===== src/vec3_normalize_defines.svh =====
// Assertion macros shared by the vec3_normalize RTL.
`ifndef VEC3_NORMALIZE_DEFINES_SVH
`define VEC3_NORMALIZE_DEFINES_SVH

// Same-cycle implication, sampled on clk and held off while in reset.
`define V3N_CHECK(name, ante, cons, msg) \
    name: assert property (@(posedge clk) disable iff (!rst_n) (ante) |-> (cons)) \
        else $error(msg);

// Next-cycle implication, sampled on clk and held off while in reset.
`define V3N_CHECK_NEXT(name, ante, cons, msg) \
    name: assert property (@(posedge clk) disable iff (!rst_n) (ante) |=> (cons)) \
        else $error(msg);

`endif


===== src/v3n_pkg.sv =====
// Types and constants of the 3D vector normalizer.
`timescale 1ns / 1ps

package v3n_pkg;

    localparam int IN_WIDTH  = 16;
    localparam int OUT_FRAC  = 14;
    localparam int MAG_FRAC  = 8;
    localparam int OUT_WIDTH = OUT_FRAC + 2;

    // Sum of three squares stays below 2^(2*IN_WIDTH).
    localparam int SUM_W     = 2 * IN_WIDTH;
    localparam int ABS_W     = IN_WIDTH;
    // Root of the sum with MAG_FRAC fraction bits, one bit per square-root cell.
    localparam int ROOT_W    = IN_WIDTH + MAG_FRAC;
    localparam int REM_W     = ROOT_W + 2;
    // Quotient is at most 2^OUT_FRAC, so OUT_FRAC+1 bits, one bit per divider cell.
    localparam int DIV_STEPS = OUT_FRAC + 1;
    localparam int DIV_PRE   = OUT_FRAC + MAG_FRAC - DIV_STEPS;
    localparam int PART_W    = ROOT_W;

    typedef struct packed {
        logic signed [IN_WIDTH-1:0] comp_x;
        logic signed [IN_WIDTH-1:0] comp_y;
        logic signed [IN_WIDTH-1:0] comp_z;
    } v3n_in_t;

    typedef struct packed {
        logic signed [OUT_WIDTH-1:0] unit_x;
        logic signed [OUT_WIDTH-1:0] unit_y;
        logic signed [OUT_WIDTH-1:0] unit_z;
        logic                        zero_vector;
    } v3n_out_t;

    // Beat carried along the square-root cells.
    typedef struct packed {
        logic [2:0][ABS_W-1:0] mag_c;
        logic [2:0]            neg;
        logic                  zero;
        logic [SUM_W-1:0]      rad;
        logic [REM_W-1:0]      rem;
        logic [ROOT_W-1:0]     root;
    } v3n_sq_t;

    // Beat carried along the divider cells.
    typedef struct packed {
        logic [ROOT_W-1:0]          mag;
        logic [2:0][PART_W-1:0]     part;
        logic [2:0][DIV_STEPS-1:0]  quot;
        logic [2:0]                 neg;
        logic                       zero;
    } v3n_dv_t;

endpackage


===== src/v3n_div_cell.sv =====
// One cell of the divider chain: one quotient bit for each of the three lanes.
`timescale 1ns / 1ps

module v3n_div_cell (
    input  logic             clk,
    input  logic             rst_n,
    input  logic             valid_in,
    input  v3n_pkg::v3n_dv_t d_in,
    output logic             valid_out,
    output v3n_pkg::v3n_dv_t d_out
);

    logic                           valid_reg;
    v3n_pkg::v3n_dv_t               data_reg;
    v3n_pkg::v3n_dv_t               data_next;
    logic [2:0][v3n_pkg::PART_W:0]  part_sh;
    logic [2:0]                     ge;

    always_comb
    begin
        data_next = d_in;
        for (int i = 0; i < 3; i++)
        begin
            // The numerator bits still to come are all zero, so only a shift.
            part_sh[i] = {d_in.part[i], 1'b0};
            ge[i]      = (part_sh[i] >= {1'b0, d_in.mag});
            data_next.part[i] = ge[i] ? v3n_pkg::PART_W'(part_sh[i] - {1'b0, d_in.mag})
                                      : v3n_pkg::PART_W'(part_sh[i]);
            data_next.quot[i] = {d_in.quot[i][v3n_pkg::DIV_STEPS-2:0], ge[i]};
        end
    end

    always_ff @(posedge clk or negedge rst_n)
    begin
        if (!rst_n)
        begin
            valid_reg <= 1'b0;
        end
        else
        begin
            valid_reg <= valid_in;
        end
    end

    always_ff @(posedge clk)
    begin
        data_reg <= data_next;
    end

    assign valid_out = valid_reg;
    assign d_out     = data_reg;

endmodule


===== config.mk =====
export PLATFORM = sky130hd
export DESIGN_NAME = v3n_div_cell
export DESIGN_NICKNAME = d
export VERILOG_FILES = /design/src/vec3_normalize_defines.svh /design/src/v3n_pkg.sv /design/src/v3n_div_cell.sv
export SDC_FILE = /design/constraint.sdc
export NUM_CORES = 1
export LEC_CHECK = 0
export CORE_ASPECT_RATIO = 0.6
export CORE_MARGIN = 2
export CORE_UTILIZATION = 60
export CTS_CLUSTER_SIZE = 8
export DETAILED_ROUTE_END_ITERATION = 6
export DONT_BUFFER_PORTS = 1
export PLACE_DENSITY_LB_ADDON = 0.15
export SETUP_SLACK_MARGIN = 0.1
export SYNTH_ARGS = -nofsm -noshare
export SYNTH_HDL_FRONTEND = slang
export SYNTH_SLANG_ARGS = --single-unit
export TNS_END_PERCENT = 10

===== constraint.sdc =====
create_clock -name clk -period 0.8 [get_ports clk]
set_input_delay 0.04 -clock clk [delete_from_list [all_inputs] [get_ports clk]]
set_output_delay 0.04 -clock clk [all_outputs]
set_load 0.03 [all_outputs]

==> flow_metrics.py, run 1 <==
metrics = {
    "outcome": {
        "status": "stopped before the end",
        "haltStage": "4_1_cts",
        "error_line": "[ERROR DPL-0038] Utilization greater than 100%, impossible to legalize",
    },
    "logic_synthesis": {
        "ys.warnings.count": 0,
        "synthTopCellsByArea": "dfxtp_1 39%, ha_1 12%, o21ai_0 5.0%",
        "ys_seq_area_frac": 0.3888,
        "synth_edf_count": 0,
        "synth.net_count": 1052,
        "synth_top_area_share": 0.3854,
        "synth_top_area_cell": "dfxtp_1",
        "syn_area_um2": 7531,
        "synth_flop_cell": "dfxtp_1",
        "netlist_instances": 829,
        "synth_cell_type_count": 66,
        "synth-async-reset-ratio": 0.006849,
        "synth-seq-cells": 146,
        "synth_area_per_cell_um2": 9.084,
        "yosysMostFrequentCell": "dfxtp_1",
        "synth_common_cells": "145 x dfxtp_1, 83 x nand2_1, 75 x o21ai_0",
    },
    "clocking": {
        "cts_hold_buf": 139,
        "cts_buffer_depth": 2,
        "cts_post_setup_buffers_inserted": 8,
        "cts_buffers": 17,
        "cts.htree.levels": 4,
        "cts_root_buffer": "clkbuf_16",
        "numClockSinks": 146,
        "cts-resized-gates": 324,
    },
    "floorplan": {
        "die_w_um": 148.6,
        "ios": 294,
        "rows": 31,
        "start_util": 0.6203,
        "chipHeight_um": 90.78,
    },
    "placement": {
        "dp.final_hpwl_um": 22470,
        "place_congestion": 0.9644,
        "port_buffers": 0,
    },
}
## logic make-up after synthesis
family          Yosys count  synth area share
xor+xnor                 54           0.06280
flops                   146            0.3888
mux                      26           0.03854
buf+inv                  70           0.03805
fa+ha+maj                75            0.1276
simple gates            209            0.1323
compound gates          249            0.2120
## metrics by stage
stage                     area, um2  instances  utilization  worst slack [ns]
after detailed placement       9553       1196       0.7869            -1.835
after global placement         9553       1196       0.7869            -1.780
after floorplan                7687        829            -            -1.642
==> run 2, diff against run 1 <==
Settings changed: CORE_ASPECT_RATIO 0.6 to not set, CORE_UTILIZATION 60 to 40, CTS_CLUSTER_SIZE 8 to not set, SETUP_SLACK_MARGIN 0.1 to not set.
==> run 2 against run 1 <==
The flow now finishes, with violations (hold timing, setup timing); synthesized cell count stayed put; synthesized area unchanged.
==> flow_metrics.py, run 2 <==
metrics = {
    "worst_setup_path": {
        "worstPathArrival_ns": 2.49,
        "crit_buf_inv": 3,
        "max_stage_delay_ns": 0.42,
        "cp_cell_sequence": "clkinvlp_4, ha_4, a21oi_4, o21ai_2, nor2b_4, a2111oi_4, o31ai_2, a21o_1, o41ai_4, buf_6, clkbuf_16, mux2_4",
        "cp-start-kind": "input port",
        "critical_path.top_delay_family": "compound AO/OA/AOI/OAI gates",
        "cp.required_ns": 1.11,
        "crit_fanout": 6,
        "end_kind": "flop",
        "path_class": "input port to flop",
        "crit_slowest_cell": "a2111oi_4",
    },
    "worst_hold_path": {
        "hold_path_class": "input port to flop",
        "whs_endpoint": "d_out[122]",
        "hp-start": "d_in[122]",
        "hold_depth": 0,
    },
    "power": {
        "seqPwrFrac": 0.414,
        "netSwitchingFraction": 0.3454,
        "p_clk_frac": 0.310,
        "p_per_area_nw_per_um2": 2054,
        "p_comb_frac": 0.276,
        "p_leak_nw": 5.780,
        "p_sw_mw": 9.230,
        "peakVddDrop_v": 0.001276,
        "internal_power_mw": 17.49,
    },
    "cells_and_area": {
        "layout_commonest_cell": "buf_4",
        "largest_register_ff_count": 145,
        "area_delta_synth_final_pct": 72.79,
        "finalNetCount": 1453,
        "drive_gt1_frac": 0.4489,
        "final_core_util": 0.7003,
        "fillers": 1414,
        "mostFrequentLayoutCells": "254 x buf_4, 139 x dfxtp_4, 139 x dlygate4sd3_1, 82 x nand2_1, 60 x o21ai_0",
        "diodes": 0,
    },
    "logic_synthesis": {
        "netlist_instances": 829,
        "synth_top_area_share": 0.3854,
        "synthTopCellsByArea": "dfxtp_1 39%, ha_1 12%, o21ai_0 5.0%",
        "synth_cell_type_count": 66,
        "synth_top_area_cell": "dfxtp_1",
        "synth_area_per_cell_um2": 9.084,
        "syn_area_um2": 7531,
        "synth.net_count": 1052,
        "synth_edf_count": 0,
        "ys.warnings.count": 0,
        "yosysMostFrequentCell": "dfxtp_1",
        "synth-async-reset-ratio": 0.006849,
        "ys_seq_area_frac": 0.3888,
        "synth_flop_cell": "dfxtp_1",
        "synth_common_cells": "145 x dfxtp_1, 83 x nand2_1, 75 x o21ai_0",
        "synth-seq-cells": 146,
    },
    "grt": {
        "grt_pass1_wl_um": 42150,
        "antenna_found_initial": 0,
        "grt_start_max_net_pins": 25,
        "globalRoute.totalOverflow": 0,
        "track_usage": 0.2753,
        "first_global_vias": 7898,
    },
    "detailed_routing": {
        "drcViolationCount": 0,
        "vias_per_cell": 5.231,
        "drt_iter0_drc": 266,
        "dr_total_vias": 7726,
        "ant_nets": 0,
        "wirelength_um": 29010,
        "firstDrtPassIters": 5,
        "wl_per_cell_um": 19.64,
    },
    "clocking": {
        "cts_root_buffer": "clkbuf_16",
        "clk_pin_slew_ns": 0.07,
        "cts.htree.levels": 4,
        "cts_buffers": 17,
        "numClockSinks": 146,
        "tritoncts": "yes",
        "cts_buffer_depth": 2,
    },
    "floorplan": {
        "chipHeight_um": 141.2,
        "die_w_um": 141.2,
        "core_um2": 18580,
        "die_area_um2": 19940,
        "rows": 50,
        "start_util": 0.4053,
        "ios": 294,
    },
    "sta": {
        "setup_ws_ns": -1.379,
        "rsz0062_at_grt": "true",
        "fin_crit_sh": 2.724,
        "clock.fmax_ghz": 0.4589,
        "slew_headroom": 0.6263,
        "worstMarginPinSlew_ns": 0.5546,
        "whs_ns": -0.3640,
        "finalHoldViolCount": 6,
        "setup_viol": 221,
        "finalWorstPathRequiredPeriod_ns": 2.179,
        "drv_slew": 0,
    },
    "placement": {
        "port_buffers": 0,
        "place_ws_ns": -1.891,
        "place_congestion": 0.9567,
        "dp.final_hpwl_um": 20620,
    },
    "outcome": {
        "violations": "hold timing, setup timing",
        "status": "finished with violations",
    },
    "flow_run": {
        "drv_cap": 0,
    },
}
-- run 2: cell counts after synthesis --
No cell type changed its count.
-- run 2: how the worst max path moves through the flow --
stage / start / cells past startpoint / slack [ns] / endpoint
after global placement: d_in[123] / 11 / -1.85 / d_out[115]
final: d_in[129] / 12 / -1.38 / d_out[63]
after global routing: d_in[129] / 12 / -1.45 / d_out[63]
after detailed placement: d_in[123] / 11 / -1.89 / d_out[115]
after CTS: d_in[129] / 11 / -1.35 / d_out[64]
after floorplan: d_in[51] / 10 / -1.64 / d_out[56]
-- run 2: cell type report --
class | count | area, um2 | area share
inverters | 39 | 175.2 | 0.01346
clock inverters | 14 | 166.4 | 0.01279
multi-input cells | 613 | 4861 | 0.3736
well taps | 234 | 292.8 | 0.02250
clock buffers | 18 | 439.2 | 0.03375
repair buffers | 413 | 3620 | 0.2782
flip-flops and latches | 146 | 3458 | 0.2658
-- run 2: repair_timing --
| item | in CTS | in global routing |
|---|---|---|
| buffers inserted | 8 | 10 |
| pin swaps | 6 | 9 |
| hold buffers | 138 | 1 |
| setup endpoints to repair | 221 | 221 |
| endpoints found under the hold margin | 143 | 5 |
| resized for setup | 327 | 62 |
| gates cloned | 1 | 4 |
-- run 2: logic make-up (layout without fill, tap and decap cells) --
family	Yosys count	count (layout)	share of synthesized area
AO/OA/AOI/OAI	249	249	0.2120
XOR/XNOR	54	54	0.06280
adder cells (fa/ha/maj)	75	75	0.1276
buffers and inverters	70	484	0.03805
flip-flops	146	146	0.3888
multiplexers	26	26	0.03854
AND/OR/NAND/NOR	209	209	0.1323
-- run 2: metrics by stage --
stage               cells  hold WS (ns)  TNS, ns  area [um2]  total power [mW]
floorplan             829       -0.2556  -116.29        7687             14.08
CTS                  1462       -0.3748  -100.10       12560             26.14
detailed placement   1283       -0.2555  -128.02        9762             16.72
finish               1477       -0.3640   -98.83       13010             26.72
global route         1477       -0.3800  -106.92       13010             27.87
global placement     1283       -0.2556  -123.91        9762             16.66
-- run 2: power by group through the flow --
stage	logic, mW	registers [mW]	clock network (mW)
6_report	7.38	11.1	8.27
5_1_grt	8.02	11.1	8.71
4_1_cts	6.67	11.1	8.40
3_5_place_dp	5.80	10.9	0
3_3_place_gp	5.71	11.0	0
2_1_floorplan	3.38	10.7	0
-- run 2: metal layers --
metal  track usage  up-vias  share of wire
met3       0.05978       42          0.059
met4        0.1095        0          0.029
met5             0        -              0
met2        0.5046      275           0.51
met1        0.3093     3624           0.40
li1              -     3785              -
(Power assumes the default switching activity.)
==> run 3, diff against run 2 <==
Settings changed: CORE_MARGIN 2 to not set, REMOVE_ABC_BUFFERS set to 1.
==> run 3 against run 2 <==
The flow finishes with violations (DRC, hold timing, setup timing); setup slack lost 0.016 ns; wire length grew 1.2%; maximum frequency decreased by 0.75%; design area is 2.1% lower; utilization is 0.062 points lower; cell count fell by 0.68%; via count grew 1.4%; sequential power barely moved; clock-buffer cell count grew 1; power down 2.0%; non-clock buffer count shrank 7; sequential share of layout area grew 0.63 points; critical endpoint is now d_out[61]; highest routed layer is now met5.
==> flow_metrics.py, run 3 (synthesized netlist as in run 2, its figures left out) <==
metrics = {
    "worst_hold_path": {
        "hold_path_class": "input port to flop",
    },
    "placement": {
        "dp.final_hpwl_um": 20630,
        "place_congestion": 0.9126,
        "dp_cells": 1285,
        "port_buffers": 0,
        "place_area_um2": 9639,
    },
    "cells_and_area": {
        "drive_gt1_frac": 0.4337,
        "layout_commonest_cell": "buf_4",
        "layout.cells.non_filler": 1467,
        "mostFrequentLayoutCells": "254 x buf_4, 142 x dfxtp_4, 138 x dlygate4sd3_1, 83 x nand2_1, 60 x ha_1",
        "finish.instance_area_um2": 12740,
        "finalNetCount": 1446,
        "largest_register_ff_count": 145,
        "area_delta_synth_final_pct": 69.18,
        "fillers": 1335,
    },
    "worst_setup_path": {
        "end_kind": "flop",
        "max_stage_delay_ns": 0.41,
        "cp-start-kind": "input port",
        "crit_fanout": 7,
        "worstPathArrival_ns": 2.51,
        "cp_cell_sequence": "clkinvlp_4, ha_1, a21oi_2, nand2_1, a2111oi_4, o31ai_2, a21o_1, o41ai_4, buf_6, clkbuf_16, mux2_4",
        "crit_slowest_cell": "a2111oi_4",
        "path_class": "input port to flop",
        "cp.required_ns": 1.12,
    },
    "sta": {
        "whs_ns": -0.3668,
        "clock.fmax_ghz": 0.4554,
        "setup_viol": 221,
        "rsz0062_at_grt": "true",
        "setup_ws_ns": -1.396,
        "slew_headroom": 0.6896,
        "worstMarginPinSlew_ns": 0.4614,
        "finalWorstPathRequiredPeriod_ns": 2.196,
        "finalHoldViolCount": 5,
        "drv_slew": 0,
        "fin_crit_sh": 2.745,
        "setup_tns_ns": -97.60,
    },
    "grt": {
        "track_usage": 0.2976,
        "grt_pass1_wl_um": 44220,
        "first_global_vias": 8304,
        "grt_start_max_net_pins": 19,
        "globalRoute.totalOverflow": 0,
        "antenna_found_initial": 1,
    },
    "floorplan": {
        "ios": 294,
        "die_area_um2": 19380,
        "core_um2": 18210,
        "rows": 49,
        "die_w_um": 139.2,
        "chipHeight_um": 139.2,
        "start_util": 0.4136,
    },
    "detailed_routing": {
        "routed.top_layer": "met5",
        "firstDrtPassIters": 7,
        "drcViolationCount": 50,
        "drt_iter0_drc": 351,
        "wl_met1_um": 11790,
        "dr_total_vias": 7833,
        "wl_per_cell_um": 20.00,
        "ant_nets": 0,
        "wirelength_um": 29340,
        "vias_per_cell": 5.339,
        "wl_met3_um": 1739,
        "wl_met2_um": 14640,
    },
    "clocking": {
        "numClockSinks": 146,
        "cts_buffer_depth": 2,
        "cts.htree.levels": 4,
        "clk_pin_slew_ns": 0.07,
        "cts_hold_buf": 138,
        "cts_buffers": 17,
        "cts_root_buffer": "clkbuf_16",
        "tritoncts": "yes",
    },
    "outcome": {
        "status": "finished with violations",
        "violations": "DRC, hold timing, setup timing",
    },
    "power": {
        "peakVddDrop_v": 0.001248,
        "p_per_area_nw_per_um2": 2056,
        "p_leak_nw": 5.669,
        "power_mw": 26.20,
    },
    "flow_run": {
        "drv_cap": 0,
    },
}
## run 3: cell types whose count changed in the layout (fill, tap and decap cells not counted), moves of 4 or more
cell / before / now
o21ai_2: 9 / 3
a21oi_1: 55 / 51
a21oi_2: 8 / 13
o21ai_1: 7 / 14
ha_4: 16 / 11
ha_1: 56 / 60
## run 3: repair_timing
action                                  CTS  global route
pin swaps                                19             5
resized for setup                       349            54
endpoints found under the setup margin  221           221
hold endpoints to repair                144             5
gates cloned                              1             1
buffers inserted                          6             2
## run 3: per-layer routing
| layer | global-route usage | vias to the layer above |
|---|---|---|
| met5 | 0 | - |
| met4 | 0.1550 | 2 |
| met3 | 0.07743 | 61 |
| met2 | 0.5330 | 273 |
| met1 | 0.3227 | 3730 |
| li1 | - | 3767 |
## run 3: worst max-delay path: cells and delay by family
kind / cells / cell delay [ns]
and+or+nand+nor: 1 / 0.11
muxes: 1 / 0.30
adders and majority gates: 1 / 0.36
AOI/OAI and AO/OA: 5 / 1.23
buffers and inverters: 3 / 0.46
## run 3: stage by stage
step	worst slack, ns	hold WS (ns)	util
floorplan	-2.289	-0.2556	-
global placement	-1.942	-0.2556	0.5294
detailed placement	-1.986	-0.2556	0.5294
CTS	-1.405	-0.3802	0.6874
global route	-1.492	-0.3865	0.6996
finish	-1.396	-0.3668	0.6997
## run 3: power by group
group | internal (mW) | switching, mW
clock | 4.48 | 3.57
sequential | 8.57 | 2.48
combinational | 3.91 | 3.19
total | 17.0 | 9.24
## run 3: worst paths after layout
check / from / endpoint / depth (start not counted)
max: d_in[133] / d_out[61] / 11
min: d_in[122] / d_out[122] / 0
max in group asynchronous: rst_n / valid_out / 2
min in group asynchronous: rst_n / valid_out / 2
## run 3: layout make-up
class                           instances  area, um2  area share
Timing Repair Buffer                  406       3486      0.2736
Clock buffer                           19      442.9     0.03476
Sequential cell                       146       3466      0.2720
Tap cell                              229      286.5     0.02249
Multi-Input combinational cell        613       4741      0.3721
Antenna cell                            2      5.005   0.0003928
Inverter                               39      173.9     0.01365
Clock inverter                         13      140.1     0.01100
