<file path="src/vec3_normalize_defines.svh">
// Assertion macros shared by the vec3_normalize RTL.
`ifndef VEC3_NORMALIZE_DEFINES_SVH
`define VEC3_NORMALIZE_DEFINES_SVH

// Same-cycle implication, sampled on clk and held off while in reset.
`define V3N_CHECK(name, ante, cons, msg) \
    name: assert property (@(posedge clk) disable iff (!rst_n) (ante) |-> (cons)) \
        else $error(msg);

// Next-cycle implication, sampled on clk and held off while in reset.
`define V3N_CHECK_NEXT(name, ante, cons, msg) \
    name: assert property (@(posedge clk) disable iff (!rst_n) (ante) |=> (cons)) \
        else $error(msg);

`endif

</file>
<file path="src/v3n_pkg.sv">
// Types and constants of the 3D vector normalizer.
`timescale 1ns / 1ps

package v3n_pkg;

    localparam int IN_WIDTH  = 16;
    localparam int OUT_FRAC  = 14;
    localparam int MAG_FRAC  = 8;
    localparam int OUT_WIDTH = OUT_FRAC + 2;

    // Sum of three squares stays below 2^(2*IN_WIDTH).
    localparam int SUM_W     = 2 * IN_WIDTH;
    localparam int ABS_W     = IN_WIDTH;
    // Root of the sum with MAG_FRAC fraction bits, one bit per square-root cell.
    localparam int ROOT_W    = IN_WIDTH + MAG_FRAC;
    localparam int REM_W     = ROOT_W + 2;
    // Quotient is at most 2^OUT_FRAC, so OUT_FRAC+1 bits, one bit per divider cell.
    localparam int DIV_STEPS = OUT_FRAC + 1;
    localparam int DIV_PRE   = OUT_FRAC + MAG_FRAC - DIV_STEPS;
    localparam int PART_W    = ROOT_W;

    typedef struct packed {
        logic signed [IN_WIDTH-1:0] comp_x;
        logic signed [IN_WIDTH-1:0] comp_y;
        logic signed [IN_WIDTH-1:0] comp_z;
    } v3n_in_t;

    typedef struct packed {
        logic signed [OUT_WIDTH-1:0] unit_x;
        logic signed [OUT_WIDTH-1:0] unit_y;
        logic signed [OUT_WIDTH-1:0] unit_z;
        logic                        zero_vector;
    } v3n_out_t;

    // Beat carried along the square-root cells.
    typedef struct packed {
        logic [2:0][ABS_W-1:0] mag_c;
        logic [2:0]            neg;
        logic                  zero;
        logic [SUM_W-1:0]      rad;
        logic [REM_W-1:0]      rem;
        logic [ROOT_W-1:0]     root;
    } v3n_sq_t;

    // Beat carried along the divider cells.
    typedef struct packed {
        logic [ROOT_W-1:0]          mag;
        logic [2:0][PART_W-1:0]     part;
        logic [2:0][DIV_STEPS-1:0]  quot;
        logic [2:0]                 neg;
        logic                       zero;
    } v3n_dv_t;

endpackage

</file>
<file path="src/v3n_sqrt_cell.sv">
// One cell of the square-root chain: resolves one root bit per beat.
`timescale 1ns / 1ps

module v3n_sqrt_cell (
    input  logic             clk,
    input  logic             rst_n,
    input  logic             valid_in,
    input  v3n_pkg::v3n_sq_t d_in,
    output logic             valid_out,
    output v3n_pkg::v3n_sq_t d_out
);

    logic                          valid_reg;
    v3n_pkg::v3n_sq_t              data_reg;
    v3n_pkg::v3n_sq_t              data_next;
    logic [v3n_pkg::REM_W+1:0]     rem_sh;
    logic [v3n_pkg::REM_W+1:0]     trial;
    logic                          take;

    always_comb
    begin
        // Bring down the next two radicand bits and try the next root bit.
        rem_sh = {d_in.rem, d_in.rad[v3n_pkg::SUM_W-1 -: 2]};
        trial  = (v3n_pkg::REM_W + 2)'({d_in.root, 2'b01});
        take   = (rem_sh >= trial);

        data_next      = d_in;
        data_next.rad  = {d_in.rad[v3n_pkg::SUM_W-3:0], 2'b00};
        data_next.rem  = take ? v3n_pkg::REM_W'(rem_sh - trial) : v3n_pkg::REM_W'(rem_sh);
        data_next.root = {d_in.root[v3n_pkg::ROOT_W-2:0], take};
    end

    always_ff @(posedge clk or negedge rst_n)
    begin
        if (!rst_n)
        begin
            valid_reg <= 1'b0;
        end
        else
        begin
            valid_reg <= valid_in;
        end
    end

    always_ff @(posedge clk)
    begin
        data_reg <= data_next;
    end

    assign valid_out = valid_reg;
    assign d_out     = data_reg;

endmodule

</file>
<file path="config.mk">
export PLATFORM = sky130hd
export DESIGN_NAME = v3n_sqrt_cell
export DESIGN_NICKNAME = d
export VERILOG_FILES = /design/src/vec3_normalize_defines.svh /design/src/v3n_pkg.sv /design/src/v3n_sqrt_cell.sv
export SDC_FILE = /design/constraint.sdc
export NUM_CORES = 1
export LEC_CHECK = 0
export ABC_AREA = 1
export BUFFER_PORTS_ARGS = -buffer_cell sky130_fd_sc_hd__buf_2
export CORE_MARGIN = 5
export CORE_UTILIZATION = 45
export DETAILED_ROUTE_END_ITERATION = 8
export PLACE_DENSITY = 0.8
export SKIP_LAST_GASP = 1
export SLEW_MARGIN = 40
export SYNTH_ARGS = -nofsm -noshare
export SYNTH_HDL_FRONTEND = slang
export SYNTH_SLANG_ARGS = --single-unit
</file>
<file path="constraint.sdc">
create_clock -name clk -period 0.8 [get_ports clk]
set_clock_uncertainty 0.05 [all_clocks]
set_input_delay 0.12 -clock clk [delete_from_list [all_inputs] [get_ports clk]]
set_output_delay 0.12 -clock clk [all_outputs]
set_load 0.05 [all_outputs]
</file>
==> results.tsv, run 1 <==
stage	metric	value	unit
floorplan	die_width	116.2	µm
status	error_message	[ERROR DPL-0033] detailed placement checks failed during check placement.	
floorplan	row_count	38	
synth	synth_edf_count	0	
place	globalplace.congestion	1.017	
synth	yosys.area.top_type	dfxtp_1	
synth	syn_inst	635	
synth	synth-seq-cells	133	
synth	async_flop_share	0.7519	%
clock_network	cts-root-buf	clkbuf_16	
synth	syn_avg_cell_area	7.996	µm²
status	outcome	did not finish	
place	pre_cts_slack	-1014	ps
synth	synth_cell_type_count	29	
floorplan	die_y	116.2	µm
status	haltStage	clock tree synthesis (4_1_cts)	
synth	synth_ff_type	dfxtp_1	
clock_network	ctsHoldBuffers	131	
clock_network	cts.sinks	133	
synth	synth_top_area_share	52.05	%
floorplan	io_pins	272	
clock_network	clock_path_buffers	2	
clock_network	cts_setup_buffers	0	
place	port-buffer-count	269	
synth	ys_seq_area_share	52.54	%
clock_network	cts_resized	494	
place	dpl.hpwl	13.99	mm
synth	synth_area_leaders	dfxtp_1 (52%), nand2_1 (15%), inv_1 (9.3%), ha_1 (6.4%), nand3_1 (2.7%)	
clock_network	h-tree-depth	4	
synth	yosysWarningCount	0	
floorplan	initial_core_util	46.43	%
clock_network	cts_made_buffers	17	
synth	netlist_area	5077	µm²
## cell families after synthesis
kind of cell	share of synthesized area, %
AOI/OAI and AO/OA	3.573
xor gates and xnor gates	2.242
adders and majority gates	6.407
buffers and inverters	10.57
DFF	52.54
other	0.07386
and+or+nand+nor	24.59
## metrics by stage
step	std cells	cell area (µm²)
floorplan	636	5479
global placement	1099	7461
detailed placement	1099	7461
## cell usage after synthesis, types with 3 or more instances
library cell / instances
inv_1: 126
ha_1: 26
a21oi_1: 14
o21bai_1: 3
xor2_1: 12
dfxtp_1: 132
clkbuf_1: 3
nand3_2: 3
nor2_1: 29
o21ai_0: 13
nand3b_1: 4
nand3_1: 27
nand4_1: 20
nand2_1: 204
==> inputs of run 2 (changes only) <==
Settings changed: CORE_UTILIZATION 45 to 30, PLACE_DENSITY 0.8 to default, PLACE_DENSITY_LB_ADDON from default to 0.15.
==> run 2 against run 1 <==
Compared with the run above:
- the flow now finishes, with violations (setup timing)
- synthesized area unchanged
- synthesized cell count unchanged
==> results.tsv, run 2 <==
stage	metric	value	unit	change
grt	antenna_found_initial	1		
worst_setup_path	critPathTopFamily	simple AND/OR/NAND/NOR gates		
place	dpl.hpwl	14.71	mm	+5.1%
detailed_routing	drt_iter0_markers	189		
sta	min_period_over_period	165.6	%	
synth	syn_inst	635		unchanged
sta	fin_crit	1325	ps	
clock_network	cts.sinks	133		unchanged
synth	yosys.area.top_type	dfxtp_1		
synth	syn_avg_cell_area	7.996	µm²	unchanged
pwr	total_power	23310	µW	
synth	synth-seq-cells	133		unchanged
worst_setup_path	setup.worst_path.start_class	input port		
cells_and_area	fin_nets	1295		
synth	synth_edf_count	0		unchanged
grt	grt_overflow_total	0		
sta	finalSetupTns	-48740	ps	
detailed_routing	vias	5880		
clock_network	cts-root-buf	clkbuf_16		
clock_network	clk_pin_slew_worst_paths	60	ps	
cells_and_area	fillerInstances	1276		
pwr	power.share.switching	33.69	%	
detailed_routing	drc	0		
detailed_routing	via_per_inst	4.308		
pwr	p_switching	7853	µW	
grt	grt_first_pass_wirelength	34.03	mm	
synth	synth_ff_type	dfxtp_1		
worst_setup_path	path_buf_inv	3		
worst_setup_path	critical_path.max_stage_delay	290	ps	
status	violations	setup timing		
pwr	p_int	15460	µW	
sta	fin_hold_ws	63.57	ps	
cells_and_area	final_common_cell	nand2_1		
pwr	clock_power_share	34.5	%	
grt	busiest_layer	met2		
clock_network	h-tree-depth	4		unchanged
sta	rsz0062_at_grt	yes		
cells_and_area	largest_reg_flops	132		
floorplan	io_pins	272		unchanged
pwr	cellPowerDensity	2014	nW/µm²	
grt	gr-usage-met3	5.624	%	
synth	synth_top_area_share	52.05	%	unchanged
synth	synth_area_leaders	dfxtp_1 (52%), nand2_1 (15%), inv_1 (9.3%), ha_1 (6.4%), nand3_1 (2.7%)		
clock_network	clock_path_buffers	2		unchanged
synth	synth_cell_type_count	29		unchanged
clock_network	cts_tree	built		
worst_setup_path	worstPathArrival	1610	ps	
grt	use_met2	41.38	%	
job	maxCapViolCount	0		
floorplan	die_width	140.1	µm	+21%
cells_and_area	syn_to_final_growth	127.9	%	
detailed_routing	first_pass_iters	6		
worst_setup_path	path_class	input port to register		
synth	async_flop_share	0.7519	%	unchanged
grt	grt_max_degree	31		
pwr	peakVddDrop	0.001505	V	
detailed_routing	routed_wl	23.70	mm	
place	port-buffer-count	269		unchanged
worst_setup_path	critPathRequiredTime	1090	ps	
floorplan	die_y	140.1	µm	+21%
cells_and_area	antenna_cells	0		
sta	setup_viol	160		
worst_setup_path	crit_path_max_fanout	7		
sta	fmax	755.0	MHz	
cells_and_area	multiInputGateArea	2616	µm²	
synth	yosysWarningCount	0		unchanged
synth	synthMostInstantiatedCell	nand2_1		
clock_network	cts_made_buffers	17		unchanged
floorplan	initial_core_util	30.62	%	-16 points
cells_and_area	final_cell_mix	nand2_1 (142), dfxtp_2 (130), dlygate4sd3_1 (130)		
cells_and_area	drive_above_1_share	59.56	%	
synth	yosys-top-cells-count	nand2_1 (204), dfxtp_1 (132), inv_1 (126)		
detailed_routing	detail_route.wl_per_cell	17.36	µm	
place	dpl_cell_area	7586	µm²	+1.7%
floorplan	row_count	47		+24%
worst_setup_path	crit_path_end_kind	register		
synth	netlist_area	5077	µm²	unchanged
place	globalplace.congestion	0.8624		-15%
cells_and_area	final_cell_area	11570	µm²	
synth	ys_seq_area_share	52.54	%	unchanged
pwr	p_leak	0.005741	µW	
cells_and_area	ff_latch_area	2830	µm²	
floorplan	die-area	19630	µm²	
sta	hold_viol	0		
grt	globalRouteMet1Util	24.54	%	
sta	slew_viol_final	0		
grt	grt_usage	22.26	%	
pwr	sequentialPowerShare	33.0	%	
status	outcome	complete, but fails checks		
hold_path	hold_class	input port to register		
worst_setup_path	worstPathCellList	buf_2 > ha_4 > nand2_4 > nor2_4 > buf_6 > nand2_1 > nor2_4 > nand2_4 > nand3_4 > clkbuf_16 > nand2_2 > o21ai_1		
grt	first_global_vias	6140		
pwr	pwr-share-comb	32.6	%	
cells_and_area	final_core_util	69.78	%	
sta	setup_slack	-524.6	ps	
detailed_routing	drt.antenna.violating_nets	0		
floorplan	core_area	16580	µm²	
worst_setup_path	slowest_stage	ha_4		
-- run 2: cell counts after synthesis --
Identical to the previous run, type by type.
-- run 2: through the flow --
stage          worst slack, ps  instances
2_1_floorplan           -740.2        636
3_3_place_gp             -1050       1188
3_5_place_dp             -1053       1188
4_1_cts                 -488.8       1358
5_1_grt                 -577.7       1365
6_report                -524.6       1365
-- run 2: path summary, 6_finish.rpt --
| path | from | endpoint | slack, ps | cells after the start |
|---|---|---|---|---|
| setup / recovery | d_in[34] | d_out[34] | -520 | 12 |
| hold / removal | d_in[45] | d_out[47] | 60 | 4 |
| max in group asynchronous | rst_n | valid_out | 70 | 3 |
| min in group asynchronous | rst_n | valid_out | 510 | 3 |
-- run 2: kinds of logic (layout without fill, tap and decap cells) --
group / after synthesis / after routing / share of synthesized area [%]
buffers and inverters: 136 / 645 / 10.57
adders and majority gates: 26 / 26 / 6.407
other: 1 / 2 / 0.07386
DFF: 133 / 133 / 52.54
xor gates and xnor gates: 13 / 13 / 2.242
and+or+nand+nor: 294 / 294 / 24.59
AOI/OAI and AO/OA: 32 / 32 / 3.573
-- run 2: routing by layer --
layer	wire (µm)	share of wire (%)
met2	12670	53
met4	569	2.4
met1	9027	38
met5	13	0.055
met3	1411	6.0
-- run 2: layout make-up --
class | instances | area share [%]
timing repair buffer | 487 | 41.20
sequential | 133 | 24.46
multi-input combinational | 367 | 22.61
inverter | 126 | 4.217
clock buffer | 17 | 3.676
tap | 220 | 2.379
clock inverter | 15 | 1.460
-- run 2: power groups by stage --
stage / logic, µW / clock network (µW) / registers, µW
after detailed placement: 5400 / 0 / 7450
after global routing: 8020 / 8470 / 7730
after global placement: 5380 / 0 / 7450
after CTS: 7090 / 8160 / 7630
final: 7590 / 8030 / 7690
after floorplan: 1610 / 0 / 9430
-- run 2: what timing repair did --
item	in CTS	in global routing
pin swaps	12	39
gates cloned	1	3
hold buffers	129	1
resized for setup	560	127
setup buffers	9	7
endpoints found under the hold margin	129	1
endpoints found under the setup margin	160	160
No activity file was read; power rests on OpenSTA's default activity.
==> inputs of run 3 (changes only) <==
Clock period 0.8 ns to 1.5 ns, I/O delays scaled along.
==> run 3 against run 2 <==
Compared with the run above:
- the run now ends clean
- hold slack worse by 54 ps
- final cell count is 1.9% lower
- critical path depth increased by 2
- flip-flop and latch count did not move
- combinational power is 57% lower
- via count fell by 5.3%
- die area stayed put
- core utilization fell by 11 points
- sequential power decreased by 49%
- cell area is 16% lower
- critical endpoint is now d_out[38]
==> results.tsv, run 3 (synthesis results as in run 2) <==
stage	metric	value	unit	change
hold_path	hold_class	input port to register		
sta	fin_crit	1475	ps	
sta	rsz0062_at_grt	yes		
sta	min_period_over_period	98.31	%	
sta	setup_viol	0		-100%
cells_and_area	fillerInstances	1511		+18%
floorplan	core_area	16580	µm²	unchanged
detailed_routing	drt.antenna.violating_nets	0		unchanged
detailed_routing	detail_route.wl_per_cell	15.33	µm	-12%
place	globalplace.congestion	0.8623		about the same
sta	hold_viol	0		unchanged
place	port-buffer-count	269		unchanged
worst_setup_path	critPathTopFamily	simple AND/OR/NAND/NOR gates		
place	dpl.hpwl	14.65	mm	-0.40%
floorplan	io_pins	272		unchanged
grt	grt_first_pass_wirelength	30.66	mm	-9.9%
sta	setup_slack	25.29	ps	+549.9 ps
floorplan	row_count	47		unchanged
pwr	sequentialPowerShare	34.1	%	+1.1 points
worst_setup_path	path_class	input port to register		
floorplan	die_width	140.1	µm	unchanged
worst_setup_path	path_buf_inv	3		unchanged
clock_network	clk_pin_slew_worst_paths	60	ps	about the same
grt	busiest_layer	met2		
status	outcome	completed		
detailed_routing	drc	0		unchanged
floorplan	die-area	19630	µm²	unchanged
worst_setup_path	critical_path.max_stage_delay	240	ps	-50 ps
hold_path	hold_path_depth	3		-1
worst_setup_path	worstPathArrival	1730	ps	+120 ps
clock_network	cts-root-buf	clkbuf_16		
cells_and_area	syn_to_final_growth	90.51	%	
detailed_routing	first_pass_iters	4		-2
clock_network	h-tree-depth	4		unchanged
cells_and_area	final_common_cell	buf_2		
hold_path	hold_end	d_out[30]		
worst_setup_path	cpMostUsedCell	nand2_2		
worst_setup_path	slowest_stage	clkbuf_16		
cells_and_area	drive_above_1_share	45.67	%	-14 points
grt	first_global_vias	5814		-5.3%
grt	globalRouteMet1Util	21.98	%	-2.6 points
place	pre_cts_slack	-472.3	ps	+580.7 ps
detailed_routing	routed_wl	20.52	mm	-13%
grt	grt_overflow_total	0		unchanged
worst_setup_path	setup.worst_path.start_class	input port		
pwr	power.share.switching	34.16	%	+0.47 points
detailed_routing	via_per_inst	4.161		-3.4%
pwr	pwr-share-comb	28.9	%	-3.7 points
clock_network	cts_tree	built		
sta	fmax	678.1	MHz	
clock_network	clock_path_buffers	2		unchanged
cells_and_area	largest_reg_flops	132		unchanged
pwr	p_switching	3905	µW	-50%
grt	grt_max_degree	31		unchanged
floorplan	die_y	140.1	µm	unchanged
worst_setup_path	startpoint	d_in[11]		
worst_setup_path	crit_path_end_kind	register		
pwr	p_int	7525	µW	-51%
job	maxCapViolCount	0		unchanged
worst_setup_path	worstPathCellList	buf_4 > inv_4 > ha_4 > nand2_2 > nand2_2 > nand2_2 > nand2_2 > nand2_2 > nand2_2 > a21oi_4 > nand3_4 > clkbuf_16 > nand2_1 > o21ai_0		
grt	grt_usage	19.92	%	-2.3 points
cells_and_area	final_core_util	58.33	%	-11 points
hold_path	min_from	d_in[28]		
worst_setup_path	crit_path_max_fanout	8		+1
detailed_routing	drt_iter0_markers	191		+1.1%
floorplan	initial_core_util	30.62	%	unchanged
grt	use_met2	36.01	%	-5.4 points
sta	slew_viol_final	0		unchanged
sta	finalSetupTns	0	ps	+48,740 ps
clock_network	cts_made_buffers	17		unchanged
clock_network	cts.sinks	133		unchanged
pwr	peakVddDrop	0.0007703	V	-49%
pwr	clock_power_share	37.0	%	+2.5 points
worst_setup_path	critPathRequiredTime	1750	ps	+660 ps
cells_and_area	final_cell_mix	buf_2 (263), nand2_1 (163), dfxtp_1 (132)		
pwr	p_leak	0.005160	µW	-10%
detailed_routing	vias	5571		-5.3%
cells_and_area	fin_nets	1269		-2.0%
grt	antenna_found_initial	0		-1
cells_and_area	antenna_cells	0		unchanged
pwr	cellPowerDensity	1182	nW/µm²	-41%
grt	gr-usage-met3	5.283	%	-0.34 points
## run 3: how the worst max path moves through the flow
stage | cells past startpoint | slack (ps) | to
after global placement | 13 | -470 | d_out[41]
after detailed placement | 13 | -470 | d_out[41]
after floorplan | 13 | -150 | d_out[35]
after global routing | 14 | -50 | d_out[38]
final | 14 | 30 | d_out[38]
after CTS | 12 | 30 | d_out[41]
## run 3: power groups by stage
stage / clock network [µW] / logic [µW] / registers [µW]
4_1_cts: 4350 / 3110 / 3900
6_report: 4230 / 3300 / 3900
2_1_floorplan: 0 / 859 / 5030
5_1_grt: 4490 / 3520 / 3930
3_3_place_gp: 0 / 2870 / 3970
3_5_place_dp: 0 / 2870 / 3970
## run 3: layout make-up
cell class / count / area [µm²] / share of cell area (%)
Multi-Input combinational cell: 367 / 2491 / 25.75
Clock inverter: 14 / 163.9 / 1.694
Tap cell: 220 / 275.3 / 2.846
Clock buffer: 18 / 429.2 / 4.437
Sequential cell: 133 / 2668 / 27.58
Timing Repair Buffer: 461 / 3166 / 32.73
Inverter: 126 / 480.5 / 4.967
## run 3: per-stage QoR
stage / area, µm² / power [µW] / hold slack (ps) / instances
after global placement: 7586 / 6840 / -50.62 / 1188
after CTS: 9253 / 11360 / 16.15 / 1327
after detailed placement: 7586 / 6848 / -40.53 / 1188
after floorplan: 5479 / 5890 / -120.6 / 636
after global routing: 9673 / 11940 / 21.13 / 1339
final: 9673 / 11430 / 9.276 / 1339
## run 3: metal layers
metal,vias to the layer above,wire length [µm]
met5,-,0
met4,0,729
met3,39,1181
met2,204,10380
met1,2450,8232
li1,2878,-
## run 3: timing repair
item	CTS	global route
gates cloned	0	4
gates resized for setup	1	100
setup buffers	0	8
endpoints found under the hold margin	107	0
pin swaps	0	26
hold buffers	107	0
endpoints found under the setup margin	1	27
